==> config.mk <==
export PLATFORM = sky130hd
export DESIGN_NAME = velocity_command_line_parser_core
export DESIGN_NICKNAME = d
export VERILOG_FILES = /design/src/vclp_pkg.sv /design/src/vclp_cfg.sv /design/src/vclp_parser.sv /design/src/velocity_command_line_parser_core.sv
export SDC_FILE = /design/constraint.sdc
export NUM_CORES = 1
export LEC_CHECK = 0
export ABC_CLOCK_PERIOD_IN_PS = 8480
export BUFFER_PORTS_ARGS = -buffer_cell sky130_fd_sc_hd__clkbuf_2
export CAP_MARGIN = 20
export CORE_AREA = 4 4 232 177
export DETAILED_ROUTE_END_ITERATION = 12
export DIE_AREA = 0 0 236 181
export PLACE_DENSITY_LB_ADDON = 0.08
export SYNTH_ARGS = -nofsm -noshare
export SYNTH_HDL_FRONTEND = slang
export SYNTH_SLANG_ARGS = --single-unit
export TNS_END_PERCENT = 100
==> constraint.sdc <==
create_clock -name clk_i -period 8.48 [get_ports clk_i]
set_clock_uncertainty 0.2 [all_clocks]
set_input_delay 0.424 -clock clk_i [delete_from_list [all_inputs] [get_ports clk_i]]
set_output_delay 0.424 -clock clk_i [all_outputs]
set_load 0.01 [all_outputs]
==> src/vclp_pkg.sv <==
// Shared types, character codes and helpers for the velocity command line parser.
// No dependencies; imported by every module of the block.
`timescale 1ns / 1ps

package vclp_pkg;

  localparam int ValueWidth   = 32;
  localparam int MagWidth     = ValueWidth - 1;
  localparam int TimeoutWidth = 24;
  localparam int ElapsedWidth = 25;
  localparam int NumFields    = 3;
  localparam int AddrWidth    = 3;
  localparam int DataWidth    = 32;

  localparam logic [TimeoutWidth-1:0] TimeoutReset = 24'd500;
  localparam logic [MagWidth-1:0]     MagMax       = '1;

  // register index, taken from paddr[2]
  localparam logic RegTimeout = 1'b0;

  localparam logic [7:0] ChrV     = 8'h56;
  localparam logic [7:0] ChrStar  = 8'h2A;
  localparam logic [7:0] ChrComma = 8'h2C;
  localparam logic [7:0] ChrMinus = 8'h2D;
  localparam logic [7:0] Chr0     = 8'h30;
  localparam logic [7:0] Chr9     = 8'h39;
  localparam logic [7:0] ChrUA    = 8'h41;
  localparam logic [7:0] ChrUF    = 8'h46;
  localparam logic [7:0] ChrLA    = 8'h61;
  localparam logic [7:0] ChrLF    = 8'h66;

  typedef enum logic {
    REQ_BYTE = 1'b0,
    REQ_TICK = 1'b1
  } req_e;

  typedef enum logic [2:0] {
    PH_EXPECT_V,
    PH_FIELD,
    PH_AFTER_SIGN,
    PH_DIGITS,
    PH_HEX,
    PH_DONE,
    PH_BAD
  } phase_e;

  typedef logic [ValueWidth-1:0] vel_t;

  typedef struct packed {
    logic line_ok;
    logic line_bad;
  } line_res_t;

  function automatic logic is_digit(input logic [7:0] c);
    return (c >= Chr0) && (c <= Chr9);
  endfunction

  // {valid, nibble}
  function automatic logic [4:0] hex_decode(input logic [7:0] c);
    logic [4:0] r;
    r = '0;
    if ((c >= Chr0) && (c <= Chr9)) begin
      r = {1'b1, c[3:0]};
    end else if (((c >= ChrUA) && (c <= ChrUF)) || ((c >= ChrLA) && (c <= ChrLF))) begin
      r = {1'b1, c[3:0] + 4'd9};
    end
    return r;
  endfunction

endpackage

==> src/vclp_cfg.sv <==
// APB register file: holds the failsafe timeout.
// Depends on vclp_pkg.
`timescale 1ns / 1ps

module vclp_cfg import vclp_pkg::*; (
  input  logic                    clk_i,
  input  logic                    rst_ni,
  input  logic                    psel,
  input  logic                    penable,
  input  logic                    pwrite,
  input  logic [AddrWidth-1:0]    paddr,
  input  logic [DataWidth-1:0]    pwdata,
  output logic [DataWidth-1:0]    prdata,
  output logic                    pready,
  output logic [TimeoutWidth-1:0] timeout_o
);

  logic [TimeoutWidth-1:0] timeout_q, timeout_d;
  logic                    wr_en;

  assign pready = 1'b1;
  assign wr_en  = psel && penable && pwrite && pready;

  always_comb begin
    timeout_d = timeout_q;
    if (wr_en && (paddr[2] == RegTimeout)) begin
      timeout_d = pwdata[TimeoutWidth-1:0];
    end
  end

  always_ff @(posedge clk_i or negedge rst_ni) begin
    if (!rst_ni) begin
      timeout_q <= TimeoutReset;
    end else begin
      timeout_q <= timeout_d;
    end
  end

  assign prdata    = (paddr[2] == RegTimeout) ? DataWidth'(timeout_q) : '0;
  assign timeout_o = timeout_q;

endmodule

==> src/vclp_parser.sv <==
// Byte-level sentence parser: framing, XOR checksum, signed integer fields.
// Depends on vclp_pkg.
`timescale 1ns / 1ps

module vclp_parser import vclp_pkg::*; (
  input  logic      clk_i,
  input  logic      rst_ni,
  input  logic      byte_en_i,
  input  logic [7:0] byte_i,
  input  logic      last_i,
  output line_res_t res_o,
  output vel_t      staged_o [NumFields]
);

  phase_e              phase_q, phase_d, phase_step;
  logic [7:0]          csum_q, csum_d;
  logic [7:0]          exp_q, exp_d;
  logic [1:0]          hex_cnt_q, hex_cnt_d;
  logic [MagWidth-1:0] acc_q, acc_d;
  logic                neg_q, neg_d;
  logic [1:0]          fidx_q, fidx_d;
  vel_t                staged_q [NumFields];

  logic                stage_we;
  vel_t                stage_val;
  logic [MagWidth+3:0] acc_x10;
  logic [4:0]          hex;
  logic [7:0]          exp_shift;

  assign stage_val = neg_q ? (vel_t'(0) - vel_t'({1'b0, acc_q})) : vel_t'({1'b0, acc_q});
  assign acc_x10   = (MagWidth+4)'({acc_q, 3'b000}) + (MagWidth+4)'({acc_q, 1'b0})
                   + (MagWidth+4)'(byte_i[3:0]);
  assign hex       = hex_decode(byte_i);
  assign exp_shift = {exp_q[3:0], hex[3:0]};

  always_comb begin
    phase_step = phase_q;
    csum_d     = csum_q;
    exp_d      = exp_q;
    hex_cnt_d  = hex_cnt_q;
    acc_d      = acc_q;
    neg_d      = neg_q;
    fidx_d     = fidx_q;
    stage_we   = 1'b0;
    if (byte_en_i) begin
      unique case (phase_q)
        PH_EXPECT_V: begin
          if (byte_i == ChrV) begin
            csum_d     = byte_i;
            fidx_d     = '0;
            acc_d      = '0;
            neg_d      = 1'b0;
            phase_step = PH_FIELD;
          end else begin
            phase_step = PH_BAD;
          end
        end
        PH_FIELD, PH_AFTER_SIGN: begin
          if (byte_i != ChrStar) csum_d = csum_q ^ byte_i;
          if ((phase_q == PH_FIELD) && (byte_i == ChrMinus)) begin
            neg_d      = 1'b1;
            phase_step = PH_AFTER_SIGN;
          end else if (is_digit(byte_i)) begin
            acc_d      = MagWidth'(byte_i[3:0]);
            phase_step = PH_DIGITS;
          end else begin
            phase_step = PH_BAD;
          end
        end
        PH_DIGITS: begin
          if (is_digit(byte_i)) begin
            csum_d = csum_q ^ byte_i;
            // saturate the magnitude
            acc_d  = (acc_x10 > (MagWidth+4)'(MagMax)) ? MagMax : acc_x10[MagWidth-1:0];
          end else if ((byte_i == ChrComma) && (fidx_q < 2'd2)) begin
            csum_d     = csum_q ^ byte_i;
            stage_we   = 1'b1;
            fidx_d     = fidx_q + 2'd1;
            acc_d      = '0;
            neg_d      = 1'b0;
            phase_step = PH_FIELD;
          end else if ((byte_i == ChrStar) && (fidx_q == 2'd2)) begin
            stage_we   = 1'b1;
            hex_cnt_d  = '0;
            exp_d      = '0;
            phase_step = PH_HEX;
          end else begin
            phase_step = PH_BAD;
          end
        end
        PH_HEX: begin
          if (!hex[4]) begin
            phase_step = PH_BAD;
          end else begin
            exp_d     = exp_shift;
            hex_cnt_d = hex_cnt_q + 2'd1;
            if (hex_cnt_q == 2'd1) begin
              phase_step = (exp_shift == csum_q) ? PH_DONE : PH_BAD;
            end
          end
        end
        default: ;
      endcase
    end

    phase_d = phase_step;
    if (byte_en_i && last_i) begin
      phase_d   = PH_EXPECT_V;
      csum_d    = '0;
      exp_d     = '0;
      hex_cnt_d = '0;
      fidx_d    = '0;
      acc_d     = '0;
      neg_d     = 1'b0;
    end

    res_o.line_ok  = byte_en_i && last_i && (phase_step == PH_DONE);
    res_o.line_bad = byte_en_i && last_i && (phase_step != PH_DONE);
  end

  always_ff @(posedge clk_i or negedge rst_ni) begin
    if (!rst_ni) begin
      phase_q   <= PH_EXPECT_V;
      csum_q    <= '0;
      exp_q     <= '0;
      hex_cnt_q <= '0;
      acc_q     <= '0;
      neg_q     <= 1'b0;
      fidx_q    <= '0;
    end else begin
      phase_q   <= phase_d;
      csum_q    <= csum_d;
      exp_q     <= exp_d;
      hex_cnt_q <= hex_cnt_d;
      acc_q     <= acc_d;
      neg_q     <= neg_d;
      fidx_q    <= fidx_d;
    end
  end

  // staging slots: written before they are ever copied, no reset
  always_ff @(posedge clk_i) begin
    if (stage_we) begin
      staged_q[fidx_q] <= stage_val;
    end
  end

  assign staged_o = staged_q;

endmodule

==> src/velocity_command_line_parser_core.sv <==
// Top level of the velocity command line parser with link failsafe.
// Depends on vclp_pkg, vclp_cfg and vclp_parser.
`timescale 1ns / 1ps

// Usage
//  Input stream (s_axis_*): one request per item. tuser selects a line byte (0)
//  or a time tick (1); tdata carries the byte; tlast flags the last byte of a line.
//  Output stream (m_axis_*): exactly one result per request, in order. tdata holds
//  x, y, z velocity (32 bit signed each, x lowest); tuser holds line_accepted,
//  line_rejected, link_live (lowest bit first).
//  A line "V<int>,<int>,<int>*HH" with a matching XOR checksum latches the three
//  velocities and restarts the failsafe tick counter; once that counter passes
//  the timeout register, or before any good line, the velocities read as zero.
//  APB port: register 0 (byte address 0) is the 24 bit failsafe timeout.
//  Timing: the result reaches the output register in the cycle after acceptance.
//  Throughput: one request per cycle unless stalled; the parser step, the tick
//  counter and the timeout compare all sit between request port and output register.
//  Stall: while the receiver holds tready low with a result pending, tready on
//  the input side drops; nothing is lost or repeated.
//  Reset: parser waits for a leading V, velocities zero, link dead, timeout 500.

module velocity_command_line_parser_core import vclp_pkg::*; (
  input  logic                    clk_i,
  input  logic                    rst_ni,
  // request stream
  input  logic                    s_axis_tvalid,
  output logic                    s_axis_tready,
  input  logic [7:0]              s_axis_tdata,   // [7:0] byte_value
  input  logic                    s_axis_tuser,   // [0] req_type
  input  logic                    s_axis_tlast,
  // result stream
  output logic                    m_axis_tvalid,
  input  logic                    m_axis_tready,
  output logic [3*ValueWidth-1:0] m_axis_tdata,   // [31:0] x, [63:32] y, [95:64] z
  output logic [2:0]              m_axis_tuser,   // [0] accepted, [1] rejected, [2] live
  // configuration
  input  logic                    psel,
  input  logic                    penable,
  input  logic                    pwrite,
  input  logic [AddrWidth-1:0]    paddr,
  input  logic [DataWidth-1:0]    pwdata,
  output logic [DataWidth-1:0]    prdata,
  output logic                    pready
);

  logic                    s_fire, m_fire, byte_en, tick_en;
  logic [TimeoutWidth-1:0] timeout;
  line_res_t               res;
  vel_t                    staged [NumFields];

  vel_t                    held_q [NumFields];
  vel_t                    held_d [NumFields];
  logic                    ever_q, ever_d;
  logic [ElapsedWidth-1:0] elapsed_q, elapsed_d;
  logic                    live;

  logic                    out_valid_q, out_valid_d;
  logic [3*ValueWidth-1:0] out_data_q, out_data_d;
  logic [2:0]              out_user_q, out_user_d;

  assign s_fire  = s_axis_tvalid && s_axis_tready;
  assign m_fire  = m_axis_tvalid && m_axis_tready;
  assign byte_en = s_fire && (s_axis_tuser == REQ_BYTE);
  assign tick_en = s_fire && (s_axis_tuser == REQ_TICK);

  // output register frees up in the same cycle it is taken
  assign s_axis_tready = !out_valid_q || m_axis_tready;

  vclp_cfg u_cfg (
    .clk_i     (clk_i),
    .rst_ni    (rst_ni),
    .psel      (psel),
    .penable   (penable),
    .pwrite    (pwrite),
    .paddr     (paddr),
    .pwdata    (pwdata),
    .prdata    (prdata),
    .pready    (pready),
    .timeout_o (timeout)
  );

  vclp_parser u_parser (
    .clk_i     (clk_i),
    .rst_ni    (rst_ni),
    .byte_en_i (byte_en),
    .byte_i    (s_axis_tdata),
    .last_i    (s_axis_tlast),
    .res_o     (res),
    .staged_o  (staged)
  );

  always_comb begin
    elapsed_d = elapsed_q;
    ever_d    = ever_q | res.line_ok;
    if (tick_en && (elapsed_q != '1)) begin
      // counter parks at all ones, above any timeout
      elapsed_d = elapsed_q + ElapsedWidth'(1);
    end else if (res.line_ok) begin
      elapsed_d = '0;
    end
    for (int i = 0; i < NumFields; i++) begin
      held_d[i] = res.line_ok ? staged[i] : held_q[i];
    end
    live = ever_d && (elapsed_d <= ElapsedWidth'(timeout));

    out_data_d = out_data_q;
    out_user_d = out_user_q;
    if (s_fire) begin
      for (int i = 0; i < NumFields; i++) begin
        out_data_d[i*ValueWidth +: ValueWidth] = live ? held_d[i] : '0;
      end
      out_user_d = {live, res.line_bad, res.line_ok};
    end

    out_valid_d = out_valid_q;
    if (s_fire) begin
      out_valid_d = 1'b1;
    end else if (m_fire) begin
      out_valid_d = 1'b0;
    end
  end

  always_ff @(posedge clk_i or negedge rst_ni) begin
    if (!rst_ni) begin
      ever_q      <= 1'b0;
      elapsed_q   <= '0;
      out_valid_q <= 1'b0;
      for (int i = 0; i < NumFields; i++) begin
        held_q[i] <= '0;
      end
    end else begin
      ever_q      <= ever_d;
      elapsed_q   <= elapsed_d;
      out_valid_q <= out_valid_d;
      held_q      <= held_d;
    end
  end

  always_ff @(posedge clk_i) begin
    out_data_q <= out_data_d;
    out_user_q <= out_user_d;
  end

  assign m_axis_tvalid = out_valid_q;
  assign m_axis_tdata  = out_data_q;
  assign m_axis_tuser  = out_user_q;

  // a line cannot be both accepted and rejected
  a_flags_exclusive: assert property (@(posedge clk_i) disable iff (!rst_ni)
    m_axis_tvalid |-> !(m_axis_tuser[0] && m_axis_tuser[1]))
    else $error("accepted and rejected both set");

  // dead link reports zero velocity
  a_dead_zero: assert property (@(posedge clk_i) disable iff (!rst_ni)
    (m_axis_tvalid && !m_axis_tuser[2]) |-> (m_axis_tdata == '0))
    else $error("nonzero velocity while link is dead");

  // a good line restarts the failsafe counter and marks the link as seen
  a_line_restarts: assert property (@(posedge clk_i) disable iff (!rst_ni)
    res.line_ok |=> (elapsed_q == '0) && ever_q)
    else $error("good line did not restart failsafe counter");

  // an empty output register never back-pressures the input
  a_ready_when_empty: assert property (@(posedge clk_i) disable iff (!rst_ni)
    !out_valid_q |-> s_axis_tready)
    else $error("input stalled with empty output register");

endmodule

==> metrics.md, run 1 <==
| Metric | Value |
|---|---|
| Setup TNS | 0 ns |
| Synth warnings | 0 |
| MaxCap Viol Count | 0 |
| Post-synth EDFFs | around 200 |
| Worst min-delay path startpoint | s_axis_tdata[0] |
| Via count | approximately 13k |
| FMAX | about 160 MHz |
| Ys flop type | edfxtp_1 |
| Pin count of the biggest net entering global routing | slightly above 80 |
| Post-CTS Setup Inserts | 0 |
| Synth top area cells | edfxtp_1 30%, dfrtp_1 25%, mux2_2 7.1% |
| Crit path capture type | flop |
| DR WL/cell | ~20 um |
| H-tree depth | 2 |
| Boundary pin count | 186 |
| Netlist Area Pre-Place | ~19,000 sq um |
| Status | complete, no violations |
| Actual slew at the worst max-slew pin | between 1 and 1.5 ns |
| Maximum VDD drop | between 0.1 and 0.15 mV |
| # DRC | 0 |
| Post-synth top area cell | edfxtp_1 |
| RSZ-0062 raised after global routing | false |
| Core Rows | 63 |
| Initial Utilization | 0.493 |
| Slew HR | 0.266 |
| Place WS | ~1.8 ns |
| Post-synthesis sequential area ratio | 0.563 |
| Cts repair resizes | 0 |
| Setup violations, final | 0 |
| Final ANT Viol Nets | 0 |
| Crit path launch type | input port |
| Root Buffer | clkbuf_16 |
| Later-pin clock latency in the skew report | 0.54 ns |
| DRT Pass-1 Iters | 5 |
| Largest stage delay, worst path | between 0.6 and 0.7 ns |
| Worst Hold Path Cells | 3 |
| Min cycle time layout | ~6.1 ns |
| TritonCTS clock tree | yes |
| Worst path slowest cell | and2b_4 |
| Crit path required time | 8.66 ns |
| Post-DP HPWL | roughly 31,000 um |
| Pwr per Cell Area | 246 nW/um^2 |
| Synth Area per Inst | 12.3 sq um |
| Finished Layout Cells | approximately 2.3k |
| Ant. Diodes | 0 |
| Final Hold Vio Count | 0 |
| Final Cycle Share | 0.723 |
| Worst hold path class | input port to flop |
| Die Ht | 181 um |
| Leak pwr | just under 0.01 uW |
| Reg2reg start | m_axis_tvalid |
| Critical Path Start | s_axis_tdata[1] |
| Core area | ~39,000 sq um |
| Placed cells | approximately 2.2k |
| Top-count cell post-synth | edfxtp_1 |
| GP Congestion | a little under 0.9 |
| First-pass GRT wire length | 72,600 um |
| Layout Nets | around 1.9k |
| Die area | between 40,000 and 50,000 sq um |
| Slew Limit Fails | 0 |
| Number of unique standard cell types used by synthesis | 81 |
| Mapped Cells | between 1.5k and 2k |
| Cell breakdown of the critical path | clkbuf_2 > inv_1 > ha_1 > or3b_1 > and3_1 > mux2_1 > a2111o_1 > nor4b_2 > o211a_4 > nor2_1 > mux2_2 > ha_1 > a21o_1 > a21o_1 > a21oi_1 > o2111ai_1 > o31a_1 > and2b_4 > buf_4 > a22o_1 |
| Area Growth Syn to Fin | 15.0% |
| DRT iter0 DRCs | ~900 |
| CP Max Fanout | 35 |
| Total CTS buffers | 41 |
| FF+latch count, synth | 393 |
| GRT Overall Usage | 0.210 |
| Commonest cells in the netlist | 195 x edfxtp_1, 192 x dfrtp_1, 122 x mux2_2 |
| Port Buf Inserts | 166 |
| Die width | between 200 and 250 um |
| Grt ovf | 0 |
| Clock sinks | between 300 and 400 |
| Worst Setup Path Type | input port to flop |
| Post-synth top area share | 0.305 |
| Max clock buf depth | 3 |
| Clock Pin Slew Worst Setup and Hold Paths | around 0.060 ns |
| CTS Hold Bufs | 26 |
| Via density per instance | about 5.7 |
| R2R cell count | 16 |
| Post-synth ARST share | 0.504 |
| DRT Wirelength | roughly 45,000 um |
| Initial antenna violation count | 0 |
| Final worst setup slack | around 2.3 ns |
| Share of cells above drive strength 1 | 0.222 |
| Vias in the first global route | between 10k and 15k |
| Arr. time, crit path | 6.32 ns |
cell families after synthesis:
| group | share of synthesized area |
|---|---|
| mux | 0.0757 |
| other cells | 0.000391 |
| compound gates | 0.129 |
| fa+ha+maj | 0.0639 |
| buf+inv | 0.0304 |
| simple gates | 0.108 |
| flops | 0.563 |
| xor+xnor | 0.0305 |
layout by cell type (no fill, tap or decap), types with 16 or more instances in the layout:
cell           synthesis  layout
xnor2_1               50      50
buf_4                 14      19
nand2_1              120     120
clkbuf_2               0     165
clkbuf_16              0      42
nand4_1               16      16
ha_1                  95      95
a21o_1                16      16
nor3_1                35      35
inv_1                 49      49
o21ai_0               85      85
nand2b_1              16      16
xor2_1                17      17
a21oi_1               53      53
dlygate4sd3_1          0      26
a22o_1                97      97
o31ai_1               16      16
dfrtp_1              192     192
nand3_1               28      28
mux2_2               122     122
nor2_1                70      69
edfxtp_1             195     195
final cells by class:
type                       count  area (sq um)
clock buffer                  56          1140
tap                          520           651
sequential                   393         10800
inverter                      49           184
clock inverter                20           204
fill                        3266         16900
multi-input combinational   1055          7880
timing repair buffer         211          1240
per-stage QoR:
stage	total power (uW)	hold slack [ns]	utilization	instance area [sq um]
after global routing	5760	0.0755	0.567	22100
after global placement	3640	0.263	0.526	20500
after floorplan	3330	-0.0716	-	19300
after detailed placement	3680	0.274	0.526	20500
after CTS	5510	0.0481	0.567	22100
final	5450	0.0586	0.567	22100
report_power, final:
| part | leakage, uW | total, uW | switching, uW | internal (uW) |
|---|---|---|---|---|
| clock | 0.000657 | 1790 | 747 | 1050 |
| combinational | 0.00451 | 1110 | 596 | 518 |
| sequential | 0.00456 | 2540 | 201 | 2340 |
critical path, delay by kind of cell:
| family | cells | cell delay [ns] |
|---|---|---|
| adder cells (fa/ha/maj) | 2 | 0.54 |
| buffers and inverters | 3 | 0.77 |
| AO/OA/AOI/OAI | 8 | 2.15 |
| AND/OR/NAND/NOR | 5 | 1.78 |
| multiplexers | 2 | 0.60 |
flip-flops by register name (all words and copies together), names as in the netlist, 4 cells and up:
register and count:
elapsed_q 25, held_q 96, m_axis_tdata 96, u_cfg.timeout_o 24, u_parser.acc_q 31, u_parser.csum_q 8, u_parser.exp_q 4, u_parser.staged_o 96
routing by layer:
metal,track usage,wire (um)
met1,0.336,23200
met2,0.304,19300
met3,0.0340,2130
met4,0.0380,666
met5,0,0
final timing paths:
| kind | end | slack, ns |
|---|---|---|
| setup / recovery | m_axis_tdata[85] | 2.35 |
| hold / removal | u_parser.acc_q[0] | 0.06 |
| setup reg to reg | m_axis_tdata[85] | 2.54 |
| hold reg to reg | u_parser.hex_cnt_q[1] | 0.28 |
| max in group asynchronous | u_cfg.timeout_o[21] | 6.37 |
| min in group asynchronous | held_q[75] | 0.31 |
Power figures use the tool's default switching activity.
==> inputs of run 2 (changes only) <==
ABC_AREA = 1   (was default)
ABC_CLOCK_PERIOD_IN_PS = 5300   (was 8480)
CORE_AREA = 4 4 237 181   (was 4 4 232 177)
DIE_AREA = 0 0 241 185   (was 0 0 236 181)
clock period = 5.3 ns   (was 8.48 ns; I/O delays follow)
==> run 2 against run 1 <==
Via count is 20% higher. Count of clock-buffer cells in the layout increased by 4. Combinational power increased to 3.1 times the previous value. Largest cell class unchanged.
==> metrics.md, run 2 <==
| Metric | Value |
|---|---|
| Status | complete, no violations |
| Arr. time, crit path | 4.95 ns (-1.37 ns) |
| Most frequent cells in the layout | 464 x inv_1, 437 x nand2_1, 230 x nor2_1 |
| Ant. Diodes | 0 (unchanged) |
| Boundary pin count | 186 (unchanged) |
| Reg2reg start | m_axis_tvalid |
| Fillers | 3,668 (+12%) |
| Mapped Cells | 2,266 (+45%) |
| Post-synth top area share | 0.292 (-0.0124) |
| Min cycle time layout | ~4.9 ns |
| DRT Pass-1 Iters | 5 (unchanged) |
| FF+latch count, synth | 393 (unchanged) |
| Comb pwr share | 0.321 (+0.116) |
| Synth Area per Inst | 8.85 sq um (-28%) |
| Root Buffer | clkbuf_16 |
| Initial Utilization | 0.495 (+0.00198) |
| Worst min-delay path startpoint | s_axis_tdata[3] |
| Via density per instance | 5.18 (-8.5%) |
| Largest stage delay, worst path | 0.53 ns (-0.09 ns) |
| FMAX | a little over 200 MHz |
| Leading cell type in the layout, fill and taps excluded | inv_1 |
| Internal Pwr Total | 6850 uW (+75%) |
| Switch share | 0.365 (+0.0812) |
| GP Congestion | 0.915 (+5.2%) |
| Port Buf Inserts | 166 (unchanged) |
| Die width | 241 um (+2.1%) |
| Top-count cell post-synth | inv_1 |
| Pin count of the biggest net entering global routing | 102 (+24%) |
| Worst Setup Path Type | input port to flop |
| Ys flop type | edfxtp_1 |
| Post-synth ARST share | 0.504 (unchanged) |
| Grt ovf | 0 (unchanged) |
| H-tree depth | 2 (unchanged) |
| Via count | 15.7k (+20%) |
| Leak pwr | 0.0114 uW (+18%) |
| Actual slew at the worst max-slew pin | 1.16 ns (+0.0637 ns) |
| Die area | 44,600 sq um (+4.4%) |
| Placed inst area | 21,400 sq um (+4.2%) |
| Crit path capture type | flop |
| Register area | 10,800 sq um (unchanged) |
| Net Sw Power | 3930 uW (+150%) |
| DRT iter0 DRCs | 1,266 (+40%) |
| Critical Path Start | s_axis_tdata[0] |
| Worst hold path class | input port to flop |
| Clk pwr share | 0.269 (-0.060) |
| Design Area, Final | 23,300 sq um (+5.1%) |
| Share of cells above drive strength 1 | 0.125 (-0.0970) |
| Post-DP HPWL | 34,400 um (+11%) |
| Die Ht | 185 um (+2.2%) |
| Most used cell, CP | nand2_1 |
| Clock sinks | 393 (unchanged) |
| Setup violations, final | 0 (unchanged) |
| # DRC | 0 (unchanged) |
| Setup TNS | 0 ns (unchanged) |
| Commonest cells in the netlist | 466 x inv_1, 438 x nand2_1, 233 x nor2_1 |
| Pwr per Cell Area | 463 nW/um^2 (+88%) |
| Seq pwr share | 0.410 (-0.056) |
| Netlist Area Pre-Place | 20,000 sq um (+4.3%) |
| Layout Nets | 2,612 (+37%) |
| GRT Overall Usage | 0.225 (+0.0153) |
| RSZ-0062 raised after global routing | false |
| Synth warnings | 0 (unchanged) |
| Core area | 40,500 sq um (+3.8%) |
| Crit path launch type | input port |
| Number of unique standard cell types used by synthesis | 50 (-38%) |
| Final ANT Viol Nets | 0 (unchanged) |
| Max clock buf depth | 3 (unchanged) |
| Clock Pin Slew Worst Setup and Hold Paths | 0.06 ns (about the same) |
| Slew HR | 0.218 (-0.0480) |
| First-pass GRT wire length | 80,500 um (+11%) |
| Worst path slowest cell | dlygate4sd3_1 |
| DRT Wirelength | 50,300 um (+11%) |
| CP Max Fanout | 17 (-51%) |
| Area Growth Syn to Fin | 16.0% |
| DR WL/cell | 16.6 um (-15%) |
| MaxCap Viol Count | 0 (unchanged) |
| Post-synth top area cell | edfxtp_1 |
| Slew Limit Fails | 0 (unchanged) |
| Multi-input gate area | 7120 sq um (-9.7%) |
| Final Cycle Share | 0.915 |
| Synth top area cells | edfxtp_1 29%, dfrtp_1 24%, inv_1 8.7% |
| Initial antenna violation count | 0 (unchanged) |
| Post-synthesis sequential area ratio | 0.540 (-0.0230) |
| Crit path required time | 5.40 ns (-3.26 ns) |
| Maximum VDD drop | 0.245 mV (+84%) |
| Core Rows | 64 (+1.6%) |
| Final Hold Vio Count | 0 (unchanged) |
| Total CTS buffers | 41 (unchanged) |
| Post-synth EDFFs | 195 (unchanged) |
| Vias in the first global route | 15.0k (+17%) |
| TritonCTS clock tree | yes |
| Later-pin clock latency in the skew report | 0.55 ns (about the same) |
[run 2: per-layer routing]
layer | track usage | part of all wire | up-vias | wire, um
li1 | - | - | 7713 | -
met1 | 0.352 | 0.50 | 7513 | 25100
met2 | 0.333 | 0.43 | 362 | 21700
met3 | 0.0314 | 0.050 | 70 | 2520
met4 | 0.0551 | 0.020 | 0 | 996
met5 | 0 | 0 | - | 0
[run 2: logic make-up after synthesis]
| logic type | share of synthesized area |
|---|---|
| xor gates and xnor gates | 0.0179 |
| adders and majority gates | 0.0613 |
| buffers and inverters | 0.109 |
| other | 0.000375 |
| and+or+nand+nor | 0.208 |
| AOI/OAI and AO/OA | 0.0641 |
| DFF | 0.540 |
[run 2: worst paths after layout]
path	end	slack, ns	cells past startpoint
max in group asynchronous	held_q[38]	3.56	3
hold / removal	u_parser.acc_q[3]	0.04	5
setup reg to reg	m_axis_tdata[25]	0.52	28
hold reg to reg	ever_q	0.27	2
min in group asynchronous	u_parser.csum_q[7]	0.20	2
setup / recovery	m_axis_tdata[25]	0.45	36
[run 2: layout make-up]
class | count | area share
inverter | 473 | 0.0766
timing repair buffer | 230 | 0.0651
sequential | 393 | 0.465
clock buffer | 60 | 0.0520
multi-input combinational | 1324 | 0.306
tap | 528 | 0.0284
clock inverter | 16 | 0.00667
[run 2: timing repair]
action                     in CTS  in global routing
hold endpoints to repair      124                  0
buffers inserted                0                  3
setup endpoints to repair       0                 93
hold buffers                   33                  0
resized for setup               0                 13
[run 2: power groups by stage]
stage	Clock (uW)	Sequential (uW)	Combinational, uW
2_1_floorplan	0	4460	2190
5_1_grt	3110	4470	3910
6_report	2900	4420	3460
3_3_place_gp	0	4460	3340
4_1_cts	2980	4420	3450
3_5_place_dp	0	4470	3400
[run 2: critical path: cells and delay by family]
kind,cells,cell delay (ns)
adder cells (fa/ha/maj),2,0.53
buffers and inverters,7,1.35
AO/OA/AOI/OAI,2,0.39
AND/OR/NAND/NOR,25,2.41
[run 2: through the flow]
stage	setup slack, ns	power (uW)	util	hold WS [ns]	cells
finish	0.449	10800	0.574	0.0406	3024
global route	0.0209	11500	0.574	0.0612	3024
CTS	0.271	10800	0.570	0.0114	3015
detailed placement	0.241	7870	0.528	0.244	2906
global placement	0.309	7790	0.528	0.245	2906
floorplan	1.01	6650	-	-0.231	2273
